### src/rtl/lfe_pkg.sv
// ----------------------------------------------------------------------------
// lfe_pkg
// Shared types and constants of the LMS FFE/DFE equalizer: field widths,
// fixed-point limits, register map and configuration defaults.
// ----------------------------------------------------------------------------
package lfe_pkg;

	// field widths
	localparam int SMP_W  = 16;   // Q1.14 sample and reference
	localparam int TAP_W  = 20;   // Q3.16 taps
	localparam int Y_W    = 18;   // Q3.14 equalized value and error
	localparam int STEP_W = 16;   // Q0.16 step sizes
	localparam int LAG_W  = 13;
	localparam int PHS_W  = 3;
	localparam int CNT_W  = 16;
	localparam int HIST_W = 2;    // decision history: -1, 0, +1
	localparam int ACC_W  = 26;   // dot product accumulator, holds 48 terms

	// shared multiplier operand and product widths
	localparam int MA_W = 34;
	localparam int MB_W = 18;
	localparam int MP_W = MA_W + MB_W;

	// truncating shifts
	localparam int DOT_SH  = 16;
	localparam int DFE_SH  = 2;
	localparam int FUPD_SH = 28;
	localparam int DUPD_SH = 14;

	// fixed-point limits
	localparam int TAP_MAX = 524287;
	localparam int TAP_MIN = -524288;
	localparam int Y_MAX   = 131071;
	localparam int Y_MIN   = -131072;
	localparam logic signed [TAP_W-1:0] TAP_ONE = 20'sd65536;

	// default structure
	localparam int FFE_TAPS_DEF    = 8;
	localparam int MAIN_CURSOR_DEF = 2;
	localparam int DFE_TAPS_DEF    = 2;
	localparam int OVERSAMPLE_DEF  = 8;

	// configuration port
	localparam int PADDR_W = 5;
	localparam int PDATA_W = 32;

	typedef enum logic [2:0] {
		REG_SAMPLE_PHASE = 3'd0,
		REG_DECISION_LAG = 3'd1,
		REG_DFE_ENABLE   = 3'd2,
		REG_FFE_STEP     = 3'd3,
		REG_DFE_STEP     = 3'd4
	} reg_idx_t;

	localparam logic [PHS_W-1:0]  SAMPLE_PHASE_RST = 3'd0;
	localparam logic [LAG_W-1:0]  DECISION_LAG_RST = 13'd0;
	localparam logic              DFE_ENABLE_RST   = 1'b1;
	localparam logic [STEP_W-1:0] FFE_STEP_RST     = 16'd655;
	localparam logic [STEP_W-1:0] DFE_STEP_RST     = 16'd328;

	typedef struct packed {
		logic [PHS_W-1:0]  sample_phase;
		logic [LAG_W-1:0]  decision_lag;   // two's complement
		logic              dfe_enable;
		logic [STEP_W-1:0] ffe_step;
		logic [STEP_W-1:0] dfe_step;
	} cfg_t;

endpackage

### src/rtl/lfe_cfg.sv
// ----------------------------------------------------------------------------
// lfe_cfg
// APB-style configuration registers of the equalizer, word addressed at
// 4*index. Writes to unmapped addresses are dropped, reads return zero.
// ----------------------------------------------------------------------------
module lfe_cfg (
	input  logic                        clk,
	input  logic                        arst_n,
	input  logic                        psel,
	input  logic                        penable,
	input  logic                        pwrite,
	input  logic [lfe_pkg::PADDR_W-1:0] paddr,
	input  logic [lfe_pkg::PDATA_W-1:0] pwdata,
	output logic [lfe_pkg::PDATA_W-1:0] prdata,
	output logic                        pready,
	output lfe_pkg::cfg_t               cfg
);
	import lfe_pkg::*;

	cfg_t     cfg_q;
	reg_idx_t idx;
	logic     wr_en;

	assign idx    = reg_idx_t'(paddr[PADDR_W-1:2]);
	assign wr_en  = psel && penable && pwrite;
	assign pready = 1'b1;
	assign cfg    = cfg_q;

	// register write
	always_ff @(posedge clk or negedge arst_n) begin
		if (!arst_n) begin
			cfg_q.sample_phase <= SAMPLE_PHASE_RST;
			cfg_q.decision_lag <= DECISION_LAG_RST;
			cfg_q.dfe_enable   <= DFE_ENABLE_RST;
			cfg_q.ffe_step     <= FFE_STEP_RST;
			cfg_q.dfe_step     <= DFE_STEP_RST;
		end else if (wr_en) begin
			unique case (idx)
				REG_SAMPLE_PHASE: cfg_q.sample_phase <= pwdata[PHS_W-1:0];
				REG_DECISION_LAG: cfg_q.decision_lag <= pwdata[LAG_W-1:0];
				REG_DFE_ENABLE:   cfg_q.dfe_enable   <= pwdata[0];
				REG_FFE_STEP:     cfg_q.ffe_step     <= pwdata[STEP_W-1:0];
				REG_DFE_STEP:     cfg_q.dfe_step     <= pwdata[STEP_W-1:0];
				default: ;
			endcase
		end
	end

	// register read, lag sign extended
	always_comb begin
		unique case (idx)
			REG_SAMPLE_PHASE: prdata = PDATA_W'(cfg_q.sample_phase);
			REG_DECISION_LAG: prdata = PDATA_W'(signed'(cfg_q.decision_lag));
			REG_DFE_ENABLE:   prdata = PDATA_W'(cfg_q.dfe_enable);
			REG_FFE_STEP:     prdata = PDATA_W'(cfg_q.ffe_step);
			REG_DFE_STEP:     prdata = PDATA_W'(cfg_q.dfe_step);
			default:          prdata = '0;
		endcase
	end

endmodule

### src/rtl/lms_ffe_dfe_equalizer.sv
// ----------------------------------------------------------------------------
// lms_ffe_dfe_equalizer
// Adaptive LMS feed-forward / decision-feedback equalizer on an oversampled
// ADC stream, with all tap arithmetic on one shared multiplier.
// ----------------------------------------------------------------------------
// Every accepted sample is shifted into the FFE window. At the configured
// phase, once the sample count exceeds the lag, the sample starts a decision
// sequence and in_ready stays low until it ends. The sequence runs on one
// shared 34x18 multiplier: a multiply and an accumulate step per FFE tap for
// the dot product, an accumulate step per DFE tap (if enabled), a slice step,
// and with a valid reference a step product then a multiply and an add step
// per FFE tap for the FFE update, and a step product and an update step per
// DFE tap for the DFE update (if enabled), then a step that hands the result
// to the output register. Samples that take no decision are accepted back to
// back. The output register frees the input side while a result waits; a
// second result waits in the last sequence step until the first is taken.
module lms_ffe_dfe_equalizer #(
	parameter int FFE_TAPS    = lfe_pkg::FFE_TAPS_DEF,
	parameter int MAIN_CURSOR = lfe_pkg::MAIN_CURSOR_DEF,
	parameter int DFE_TAPS    = lfe_pkg::DFE_TAPS_DEF,
	parameter int OVERSAMPLE  = lfe_pkg::OVERSAMPLE_DEF
) (
	input  logic                              clk,
	input  logic                              arst_n,
	// configuration
	input  logic                              psel,
	input  logic                              penable,
	input  logic                              pwrite,
	input  logic [lfe_pkg::PADDR_W-1:0]       paddr,
	input  logic [lfe_pkg::PDATA_W-1:0]       pwdata,
	output logic [lfe_pkg::PDATA_W-1:0]       prdata,
	output logic                              pready,
	// sample request
	input  logic                              in_valid,
	output logic                              in_ready,
	input  logic signed [lfe_pkg::SMP_W-1:0]  adc_sample,
	input  logic signed [lfe_pkg::SMP_W-1:0]  reference,
	input  logic                              reference_valid,
	// result request
	output logic                              out_valid,
	input  logic                              out_ready,
	output logic signed [lfe_pkg::Y_W-1:0]    equalized,
	output logic signed [lfe_pkg::Y_W-1:0]    slice_error,
	output logic                              decision
);
	import lfe_pkg::*;

	localparam int FIDX_W = (FFE_TAPS > 1) ? $clog2(FFE_TAPS) : 1;
	localparam int DIDX_W = (DFE_TAPS > 1) ? $clog2(DFE_TAPS) : 1;
	localparam int IDX_W  = (FIDX_W > DIDX_W) ? FIDX_W : DIDX_W;
	localparam int PH_W   = (OVERSAMPLE > 1) ? $clog2(OVERSAMPLE) : 1;
	localparam int CMP_W  = (PH_W > PHS_W) ? PH_W : PHS_W;

	typedef enum logic [3:0] {
		S_IDLE,
		S_DOT_MUL,
		S_DOT_ACC,
		S_DFE_ACC,
		S_SLICE,
		S_FSTEP,
		S_FUPD_MUL,
		S_FUPD_ADD,
		S_DSTEP,
		S_DUPD,
		S_DONE
	} state_t;

	cfg_t cfg;

	lfe_cfg u_cfg (
		.clk     (clk),
		.arst_n  (arst_n),
		.psel    (psel),
		.penable (penable),
		.pwrite  (pwrite),
		.paddr   (paddr),
		.pwdata  (pwdata),
		.prdata  (prdata),
		.pready  (pready),
		.cfg     (cfg)
	);

	// state
	state_t                    state_q;
	logic signed [SMP_W-1:0]   win_q [FFE_TAPS];
	logic signed [TAP_W-1:0]   tap_q [FFE_TAPS];
	logic signed [TAP_W-1:0]   fb_q  [DFE_TAPS];
	logic signed [HIST_W-1:0]  hist_q [DFE_TAPS];
	logic [CNT_W-1:0]          cnt_q;
	logic [PH_W-1:0]           phase_q;
	logic [IDX_W-1:0]          idx_q;
	logic signed [SMP_W-1:0]   ref_q;
	logic                      rv_q;
	logic signed [ACC_W-1:0]   acc_q;
	logic signed [MP_W-1:0]    prod_q;
	logic signed [MA_W-1:0]    se_q;
	logic signed [Y_W-1:0]     y_q;
	logic signed [Y_W-1:0]     e_q;
	logic                      d_q;
	logic                      out_valid_q;
	logic signed [Y_W-1:0]     equalized_q;
	logic signed [Y_W-1:0]     slice_error_q;
	logic                      decision_q;

	// combinational helpers
	logic [FIDX_W-1:0]         fi;
	logic [DIDX_W-1:0]         di;
	logic                      f_last;
	logic                      d_last;
	logic                      fire;
	logic [PH_W:0]             ph_inc;
	logic signed [MA_W-1:0]    mul_a;
	logic signed [MB_W-1:0]    mul_b;
	logic signed [MP_W-1:0]    mul_p;
	logic signed [Y_W-1:0]     y_n;
	logic signed [ACC_W-1:0]   diff_n;
	logic signed [Y_W-1:0]     e_n;
	logic signed [TAP_W+4:0]   fsum;
	logic                      out_load;

	function automatic logic signed [Y_W-1:0] sat_y(input logic signed [ACC_W-1:0] v);
		if (v > ACC_W'(Y_MAX))
			return Y_W'(Y_MAX);
		else if (v < ACC_W'(Y_MIN))
			return Y_W'(Y_MIN);
		else
			return Y_W'(v);
	endfunction

	function automatic logic signed [TAP_W-1:0] sat_tap(input logic signed [TAP_W+4:0] v);
		if (v > (TAP_W+5)'(TAP_MAX))
			return TAP_W'(TAP_MAX);
		else if (v < (TAP_W+5)'(TAP_MIN))
			return TAP_W'(TAP_MIN);
		else
			return TAP_W'(v);
	endfunction

	// feedback tap times past decision, truncated
	function automatic logic signed [TAP_W:0] fb_term(input logic signed [TAP_W-1:0] t,
			input logic signed [HIST_W-1:0] h);
		logic signed [TAP_W:0] tx;
		tx = (TAP_W+1)'(t);
		if (h == 2'sb01)
			return tx >>> DFE_SH;
		else if (h == 2'sb11)
			return (-tx) >>> DFE_SH;
		else
			return '0;
	endfunction

	// step times error times past decision, truncated
	function automatic logic signed [MA_W-DUPD_SH:0] dupd_term(input logic signed [MA_W-1:0] s,
			input logic signed [HIST_W-1:0] h);
		logic signed [MA_W:0] sx;
		logic signed [MA_W:0] sh;
		sx = (MA_W+1)'(s);
		if (h == 2'sb01)
			sh = sx >>> DUPD_SH;
		else if (h == 2'sb11)
			sh = (-sx) >>> DUPD_SH;
		else
			sh = '0;
		return (MA_W-DUPD_SH+1)'(sh);
	endfunction

	assign fi     = idx_q[FIDX_W-1:0];
	assign di     = idx_q[DIDX_W-1:0];
	assign f_last = (idx_q == IDX_W'(FFE_TAPS - 1));
	assign d_last = (idx_q == IDX_W'(DFE_TAPS - 1));

	// decision condition and phase wrap for the arriving sample
	assign fire   = (CMP_W'(phase_q) == CMP_W'(cfg.sample_phase)) &&
	                (signed'({1'b0, cnt_q}) > (CNT_W+1)'(signed'(cfg.decision_lag)));
	assign ph_inc = (PH_W+1)'(phase_q) + (PH_W+1)'(1);

	// shared multiplier operand select
	always_comb begin
		unique case (state_q)
			S_DOT_MUL: begin
				mul_a = MA_W'(tap_q[fi]);
				mul_b = MB_W'(win_q[fi]);
			end
			S_FSTEP: begin
				mul_a = MA_W'(e_q);
				mul_b = MB_W'(signed'({1'b0, cfg.ffe_step}));
			end
			S_FUPD_MUL: begin
				mul_a = se_q;
				mul_b = MB_W'(win_q[fi]);
			end
			S_DSTEP: begin
				mul_a = MA_W'(e_q);
				mul_b = MB_W'(signed'({1'b0, cfg.dfe_step}));
			end
			default: begin
				mul_a = '0;
				mul_b = '0;
			end
		endcase
	end

	assign mul_p = mul_a * mul_b;

	// slicer and error
	assign y_n    = sat_y(acc_q);
	assign diff_n = ACC_W'(ref_q) - ACC_W'(y_n);
	assign e_n    = rv_q ? sat_y(diff_n) : '0;

	// FFE tap update sum
	assign fsum = (TAP_W+5)'(tap_q[fi]) + (TAP_W+5)'(signed'(prod_q[MP_W-1:FUPD_SH]));

	assign out_load = (state_q == S_DONE) && (!out_valid_q || out_ready);

	// sequencer, tap state and output register
	always_ff @(posedge clk or negedge arst_n) begin
		if (!arst_n) begin
			state_q       <= S_IDLE;
			for (int k = 0; k < FFE_TAPS; k++) begin
				win_q[k] <= '0;
				tap_q[k] <= (k == MAIN_CURSOR) ? TAP_ONE : '0;
			end
			for (int k = 0; k < DFE_TAPS; k++) begin
				fb_q[k]   <= '0;
				hist_q[k] <= '0;
			end
			cnt_q         <= '0;
			phase_q       <= '0;
			idx_q         <= '0;
			ref_q         <= '0;
			rv_q          <= 1'b0;
			acc_q         <= '0;
			prod_q        <= '0;
			se_q          <= '0;
			y_q           <= '0;
			e_q           <= '0;
			d_q           <= 1'b0;
			out_valid_q   <= 1'b0;
			equalized_q   <= '0;
			slice_error_q <= '0;
			decision_q    <= 1'b0;
		end else begin
			if (out_valid_q && out_ready && !out_load)
				out_valid_q <= 1'b0;

			unique case (state_q)
				S_IDLE: begin
					if (in_valid) begin
						for (int k = FFE_TAPS - 1; k > 0; k--)
							win_q[k] <= win_q[k-1];
						win_q[0] <= adc_sample;
						if (cnt_q != '1)
							cnt_q <= cnt_q + CNT_W'(1);
						phase_q <= (ph_inc >= (PH_W+1)'(OVERSAMPLE)) ? '0 : ph_inc[PH_W-1:0];
						ref_q   <= reference;
						rv_q    <= reference_valid;
						idx_q   <= '0;
						acc_q   <= '0;
						if (fire)
							state_q <= S_DOT_MUL;
					end
				end
				S_DOT_MUL: begin
					prod_q  <= mul_p;
					state_q <= S_DOT_ACC;
				end
				S_DOT_ACC: begin
					acc_q <= acc_q + ACC_W'(signed'(prod_q[MP_W-1:DOT_SH]));
					if (f_last) begin
						idx_q   <= '0;
						state_q <= cfg.dfe_enable ? S_DFE_ACC : S_SLICE;
					end else begin
						idx_q   <= idx_q + IDX_W'(1);
						state_q <= S_DOT_MUL;
					end
				end
				S_DFE_ACC: begin
					acc_q <= acc_q - ACC_W'(fb_term(fb_q[di], hist_q[di]));
					if (d_last)
						state_q <= S_SLICE;
					else
						idx_q <= idx_q + IDX_W'(1);
				end
				S_SLICE: begin
					y_q     <= y_n;
					e_q     <= e_n;
					d_q     <= !y_n[Y_W-1];
					state_q <= rv_q ? S_FSTEP : S_DONE;
				end
				S_FSTEP: begin
					se_q    <= MA_W'(mul_p);
					idx_q   <= '0;
					state_q <= S_FUPD_MUL;
				end
				S_FUPD_MUL: begin
					prod_q  <= mul_p;
					state_q <= S_FUPD_ADD;
				end
				S_FUPD_ADD: begin
					tap_q[fi] <= sat_tap(fsum);
					if (f_last) begin
						state_q <= cfg.dfe_enable ? S_DSTEP : S_DONE;
					end else begin
						idx_q   <= idx_q + IDX_W'(1);
						state_q <= S_FUPD_MUL;
					end
				end
				S_DSTEP: begin
					se_q    <= MA_W'(mul_p);
					idx_q   <= '0;
					state_q <= S_DUPD;
				end
				S_DUPD: begin
					fb_q[di] <= sat_tap((TAP_W+5)'(fb_q[di]) -
					                    (TAP_W+5)'(dupd_term(se_q, hist_q[di])));
					if (d_last)
						state_q <= S_DONE;
					else
						idx_q <= idx_q + IDX_W'(1);
				end
				S_DONE: begin
					if (out_load) begin
						out_valid_q   <= 1'b1;
						equalized_q   <= y_q;
						slice_error_q <= e_q;
						decision_q    <= d_q;
						for (int k = DFE_TAPS - 1; k > 0; k--)
							hist_q[k] <= hist_q[k-1];
						hist_q[0] <= d_q ? 2'sb01 : 2'sb11;
						state_q   <= S_IDLE;
					end
				end
				default: state_q <= S_IDLE;
			endcase
		end
	end

	assign in_ready    = (state_q == S_IDLE);
	assign out_valid   = out_valid_q;
	assign equalized   = equalized_q;
	assign slice_error = slice_error_q;
	assign decision    = decision_q;

	// checks
	a_dec_sign: assert property (@(posedge clk) disable iff (!arst_n)
		out_valid |-> (decision == !equalized[Y_W-1]))
		else $error("decision disagrees with sign of equalized value");

	a_phase_range: assert property (@(posedge clk) disable iff (!arst_n)
		(PH_W+1)'(phase_q) < (PH_W+1)'(OVERSAMPLE))
		else $error("phase counter out of range");

	a_idx_range: assert property (@(posedge clk) disable iff (!arst_n)
		(idx_q < IDX_W'(FFE_TAPS - 1)) || (idx_q < IDX_W'(DFE_TAPS - 1)) || f_last || d_last)
		else $error("tap index out of range");

	a_cnt_mono: assert property (@(posedge clk) disable iff (!arst_n)
		in_valid && in_ready |=> (cnt_q == $past(cnt_q) + CNT_W'(1)) || (cnt_q == '1))
		else $error("sample count did not advance on an accepted sample");

endmodule

### config.mk
export PLATFORM = sky130hd
export DESIGN_NAME = lms_ffe_dfe_equalizer
export DESIGN_NICKNAME = d
export VERILOG_FILES = /design/src/rtl/lfe_pkg.sv /design/src/rtl/lfe_cfg.sv /design/src/rtl/lms_ffe_dfe_equalizer.sv
export SDC_FILE = /design/constraint.sdc
export NUM_CORES = 2
export LEC_CHECK = 0
export BUFFER_PORTS_ARGS = -buffer_cell sky130_fd_sc_hd__clkbuf_2
export CAP_MARGIN = 10
export CORE_ASPECT_RATIO = 1.4
export CORE_UTILIZATION = 40
export DETAILED_ROUTE_END_ITERATION = 12
export GPL_TIMING_DRIVEN = 0
export PLACE_DENSITY = 0.57
export SYNTH_ARGS = -nofsm -noshare
export SYNTH_HDL_FRONTEND = slang
export SYNTH_SLANG_ARGS = --single-unit
### constraint.sdc
create_clock -name clk -period 10.1 [get_ports clk]
set_input_delay 0.505 -clock clk [delete_from_list [all_inputs] [get_ports clk]]
set_output_delay 0.505 -clock clk [all_outputs]
set_load 0.01 [all_outputs]
* Yosys cells after proc, flatten, opt, wreduce, memory -nomap -nowiden
Index checks and enable logic that the tools add are counted.
Word-level totals: bits in registers 611, bits of input ports 77, output and inout port bits 72, logic and storage cells 186
Operators by class: add/subtract/negate cells 10, $mul 1, $lt $le $gt $ge 14, eq/ne operators 27, mux-type cells 61, bitwise logic cells 2, reductions and logical operators 30
Operator list (number):
- $mux 20 | 13
- $bwmux 160 | 1
- $pmux 32 s5 | 1
- $mux 21 | 6
- $pmux 34 s3 | 1
- $mux 18 | 5
- $pmux 26 s3 | 1
- $bmux 20 s3 | 1
- $demux 20 s3 | 1
- $pmux 18 s3 | 1
- $mul 34x18->52 | 1
- $bmux 16 s3 | 1
- $pmux 4 s11 | 1
- $bwmux 40 | 1
- $neg 34->35 | 1
- $mux 16 | 2
- $mux 4 | 7
- $add 26x26->26 | 1
- $gt 26x18->1 const B | 1
- $lt 26x18->1 const B | 1
- $mux 26 | 1
- $sub 26x21->26 | 1
- $add 20x24->25 | 1
- $gt 25x20->1 const B | 1
- 48 further kinds | 93

* Logic depth before layout (Yosys ltp)
depth in word-level cells 14, depth in mapped cells 37, mapped depth without buffers 32

* Modules after synthesis
From an unflattened synthesis, not the netlist that was laid out.
Unflattened totals: cells, all modules 5587, area total of the unflattened synthesis 52800.6 um^2
Modules (own cells, without submodules):
- lms_ffe_dfe_equalizer | times used 1, cells each 5397, area an instance 50240.7 um^2, seq. area each 13664.4 um^2
- lfe_cfg | times used 1, cells each 190, area an instance 2560.0 um^2, seq. area each 1238.7 um^2

* Least setup slack after synthesis
OpenSTA, ideal clock, no wires.
path kind reg2reg, start point reg idx_q[0], in the netlist fi[0], end point reg prod_q[50], setup time 64 ps, data arrival time 8552 ps, data required time 10036 ps, setup slack 1484 ps, cell stages (with the launch flop) 33, buffers on the path 6, clock period less this slack 8616 ps, cell sequence dfrtp_1 > clkbuf_1 > clkbuf_1 > buf_1 > nor3_1 > clkbuf_1 > a22oi_1 > a41oi_1 > a221oi_1 > clkbuf_1 > nor2_1 > fa_1 > inv_1 > fa_1 > fa_1 > inv_1 > fa_1 > fa_1 > inv_1 > fa_1 > inv_1 > ha_1 > clkbuf_1 > a21oi_1 > or2_2 > a31oi_1 > a211oi_1 > o21a_1 > o31ai_1 > a21oi_1 > o31a_1 > nor4b_1 > a211o_1
On the way: longest elaborated chain between the ends 6, elaborated cells between the ends (all ways) 10, classes of those cells 1 x mul; 8 x mux; 1 x bitwise
Ends and longest elaborated chain:
- start: declaration | line lms_ffe_dfe_equalizer.sv:91 | logic [IDX_W-1:0] idx_q;
- start signal: assignment | line lms_ffe_dfe_equalizer.sv:273 | idx_q <= idx_q + IDX_W'(1);
- start signal: assignment | line lms_ffe_dfe_equalizer.sv:282 | idx_q <= idx_q + IDX_W'(1);
- start signal: assignment | line lms_ffe_dfe_equalizer.sv:304 | idx_q <= idx_q + IDX_W'(1);
- $not 3->4 (implied by the code) (*) | line lms_ffe_dfe_equalizer.sv:181, lms_ffe_dfe_equalizer.sv:182, lms_ffe_dfe_equalizer.sv:190
- $bmux 20 s3 / $bmux 16 s3 (equally long branches) | line lms_ffe_dfe_equalizer.sv:181, lms_ffe_dfe_equalizer.sv:182, lms_ffe_dfe_equalizer.sv:190
- $mux 20 (implied by the code) / $mux 16 (equally long branches) (2 in a row) | line lms_ffe_dfe_equalizer.sv:181, lms_ffe_dfe_equalizer.sv:182, lms_ffe_dfe_equalizer.sv:190
- $pmux 34 s3 / $pmux 18 s3 (equally long branches) | line lms_ffe_dfe_equalizer.sv:179 | unique case (state_q)
- $mul 34x18->52 (*) | line lms_ffe_dfe_equalizer.sv:203 | assign mul_p = mul_a * mul_b;
- end signal: assignment | line lms_ffe_dfe_equalizer.sv:264 | prod_q <= mul_p;
- end signal: assignment | line lms_ffe_dfe_equalizer.sv:296 | prod_q <= mul_p;
- end: declaration | line lms_ffe_dfe_equalizer.sv:95 | logic signed [MP_W-1:0] prod_q;
Mark *: on every way between the ends. The rest lies on a longest branch, timed or not. The select of a mux whose other input is x is not followed. A chain may end at the register's enable or synchronous reset.

* Final worst setup path
start point reg idx_q[0], in the netlist fi[0], end point reg prod_q[45]
The elaborated chain is that of the path after synthesis.

==> results.sh <==
export IMPL_outcome="completed"
export IMPL_ys_ff_latch=595
export IMPL_finalInstanceArea_um2=58000
export IMPL_intPower_mw=9.10
export IMPL_final_cell_mix="inv_1 (776), nand2_1 (731), fa_1 (590)"
export IMPL_power_leakage_nw=27.9
export IMPL_ys_warn_count=0
export IMPL_cts_buffers=69
export IMPL_rows=156
export IMPL_synthTopCellsByArea="dfrtp_1 (28%), fa_1 (23%), ha_1 (5.7%)"
export IMPL_synthesis_nets=6499
export IMPL_die_h_um=429
export IMPL_die_area_um2=132000
export IMPL_synth_seq_area_share=0.286
export IMPL_rr_startpoint="fi[0]$_DFFE_PN0P_"
export IMPL_clk_latency_ps=650
export IMPL_vias=42088
export IMPL_cts_sinks=595
export IMPL_required_ps=10590
export IMPL_clk_pin_slew_ps=60
export IMPL_core_um2=129000
export IMPL_synth_edf_count=0
export IMPL_post_drt_wl_per_cell_um=23.8
export IMPL_path_class="reg -> reg"
export IMPL_netSwitchingFraction=0.521
export IMPL_layoutNonFillerInstCount=7600
export IMPL_hold_violations=0
export IMPL_yosysTopAreaCell="dfrtp_1"
export IMPL_cp_end_kind="register"
export IMPL_layout_commonest_cell="inv_1"
export IMPL_yosysUniqueCellTypes=84
export IMPL_area_growth_syn_to_layout_pct=11.5
export IMPL_grt_max_degree=114
export IMPL_p_switching_mw=9.89
export IMPL_setup_viol=0
export IMPL_io_buffers=127
export IMPL_avgSynthCellArea_um2=9.29
export IMPL_cts_tree="done"
export IMPL_min_path_type="in -> reg"
export IMPL_post_route_util=0.450
export IMPL_finalCritPeriodShare=0.984
export IMPL_yosys_most_used_dff="dfrtp_1"
export IMPL_dpl_hpwl_mm=144
export IMPL_drtAntennaViolNets=0
export IMPL_seqPwrFrac=0.216
export IMPL_cap_violations=0
export IMPL_synth_top_area_frac=0.281
export IMPL_drive_gt1_frac=0.118
export IMPL_relSlewSlack=0.0921
export IMPL_maxClockFrequency_ghz=0.101
export IMPL_powerDensity_nw_per_um2=327
export IMPL_finalNetCount=6709
export IMPL_tightest_slew_ps=1350
export IMPL_drc=0
export IMPL_drt_total_wl_mm=181
export IMPL_grt_first_pass_wirelength_mm=273
export IMPL_critPathLaunch="fi[0]$_DFFE_PN0P_"
export IMPL_min_from="adc_sample[5]"
export IMPL_power_frac_comb=0.641
export IMPL_antenna_found_initial=10
export IMPL_placed_area_um2=55100
export IMPL_cts_root_buf="clkbuf_16"
export IMPL_max_vdd_ir_drop_mv=0.179
export IMPL_track_usage=0.278
export IMPL_via_per_inst=5.54
export IMPL_timing_final_max_slew_violations=0
export IMPL_die_x_um=307
export IMPL_skew_ps=38.3
export IMPL_numPlacedInstances=7477
export IMPL_htreeDepth=3
export IMPL_arrival_ps=10420
export IMPL_cp_slowest_cell="fa_1"
export IMPL_cp_start_kind="register"
export IMPL_gp_congestion=0.966
export IMPL_grt_ovfl_total=0
export IMPL_grt_pass1_vias=43633
export IMPL_initial_core_util=0.403
export IMPL_drtPass1Iterations=6
export IMPL_finalCriticalPeriod_ps=9930
export IMPL_initialDrtViolationCount=2974
export IMPL_io_pins=149
export IMPL_clkPwrFrac=0.142
export IMPL_netlist_instances=5597
export IMPL_path_max_fanout=10
export IMPL_cpMostUsedCell="fa_1"
export IMPL_cts_buffer_depth=3
export IMPL_syn_area_um2=52000
export IMPL_slowest_delay_ps=650
export IMPL_synthArstFlopShare=1.00
-- metal layers --
metal  track usage  vias to the layer above  share of wire
met2         0.478                     1426           0.50
li1              -                    18669              -
met1         0.333                    21483           0.38
met3        0.0284                      506          0.047
met5             0                        -        0.00015
met4         0.172                        4          0.074
-- cell type report --
| class | instances | area [µm²] |
|---|---|---|
| well taps | 1738 | 2170 |
| clock buffers | 99 | 1990 |
| inverters | 777 | 2920 |
| clock inverters | 25 | 424 |
| plain buffers | 281 | 1270 |
| diodes | 2 | 5.00 |
| multi-input cells | 3927 | 33300 |
| fillers | 12667 | 71000 |
| flip-flops and latches | 595 | 14900 |
| repair buffers | 156 | 1030 |
-- worst paths after layout --
check	to	slack [ps]	depth (start not counted)
hold / removal	win_q[117]$_DFFE_PN0P_	90	2
setup / recovery	prod_q[45]$_DFFE_PN0P_	170	30
min in group asynchronous	win_q[41]$_DFFE_PN0P_	490	2
max in group asynchronous	tap_q[112]$_DFFE_PN0P_	8060	4
hold reg to reg	tap_q[50]$_DFFE_PN0P_	480	2
setup reg to reg	prod_q[45]$_DFFE_PN0P_	170	30
-- power by group through the flow --
| stage | clock network [mW] | logic [mW] | registers, mW |
|---|---|---|---|
| finish | 2.70 | 12.2 | 4.11 |
| global route | 2.83 | 13.2 | 4.19 |
| CTS | 2.74 | 12.1 | 4.09 |
| detailed placement | 0 | 11.9 | 4.12 |
| global placement | 0 | 11.7 | 4.10 |
| floorplan | 0 | 8.00 | 3.76 |
-- critical path: cells and delay by family (launching register included) --
family,cells,cell delay [ps]
adder cells (fa/ha/maj),7,3660
AO/OA/AOI/OAI,10,2370
buffers and inverters,8,1880
AND/OR/NAND/NOR,4,1080
flip-flops,1,480
XOR/XNOR,1,280
-- flip-flops by register name (all words and copies together) (netlist names), 18 cells and up --
register and count:
acc_q 26, tap_q 160, fb_q 40, prod_q 36
e_q 18, y_q 18, u_cfg.cfg 49, equalized 18
slice_error 18, win_q 128, se_q 34
-- stage by stage --
stage / setup TNS, ps / worst slack [ps] / hold WS (ps) / power [mW]
3_5_place_dp: -83390 / -2360 / 472 / 16.0
5_1_grt: -19.0 / -10.3 / 83.4 / 20.3
6_report: 0 / 165 / 93.7 / 19.0
3_3_place_gp: -3438660 / -5670 / 461 / 15.8
4_1_cts: 0 / 1.11 / 58.2 / 18.9
2_1_floorplan: 0 / 1480 / 209 / 11.8
-- kinds of logic (layout without fill, tap and decap cells) --
kind of cell,Yosys count,after routing,share of synthesized area
AND/OR/NAND/NOR,1593,1593,0.130
buffers and inverters,1075,1338,0.0788
AO/OA/AOI/OAI,1028,1028,0.128
adder cells (fa/ha/maj),825,825,0.284
flip-flops,595,595,0.286
multiplexers,276,276,0.0593
XOR/XNOR,204,204,0.0343
other,1,3,0.0000721
-- cell usage after synthesis (all sizes together) (52+ instances only) --
| cell | n |
|---|---|
| a21o | 87 |
| a21oi | 294 |
| a22oi | 169 |
| and2 | 52 |
| clkbuf | 254 |
| dfrtp | 584 |
| fa | 590 |
| ha | 235 |
| inv | 776 |
| mux2 | 248 |
| nand2 | 735 |
| nor2 | 544 |
| o21ai | 213 |
| xnor2 | 142 |
| xor2 | 62 |
-- timing repair --
action / CTS / global route
pin swaps: 4 / 3
gates resized for setup: 104 / 74
cloned: 0 / 0
endpoints found under the hold margin: 65 / 0
setup buffers: 9 / 4
endpoints found under the setup margin: 56 / 23
hold buffers: 1 / 0
Power figures use the tool's default switching activity.
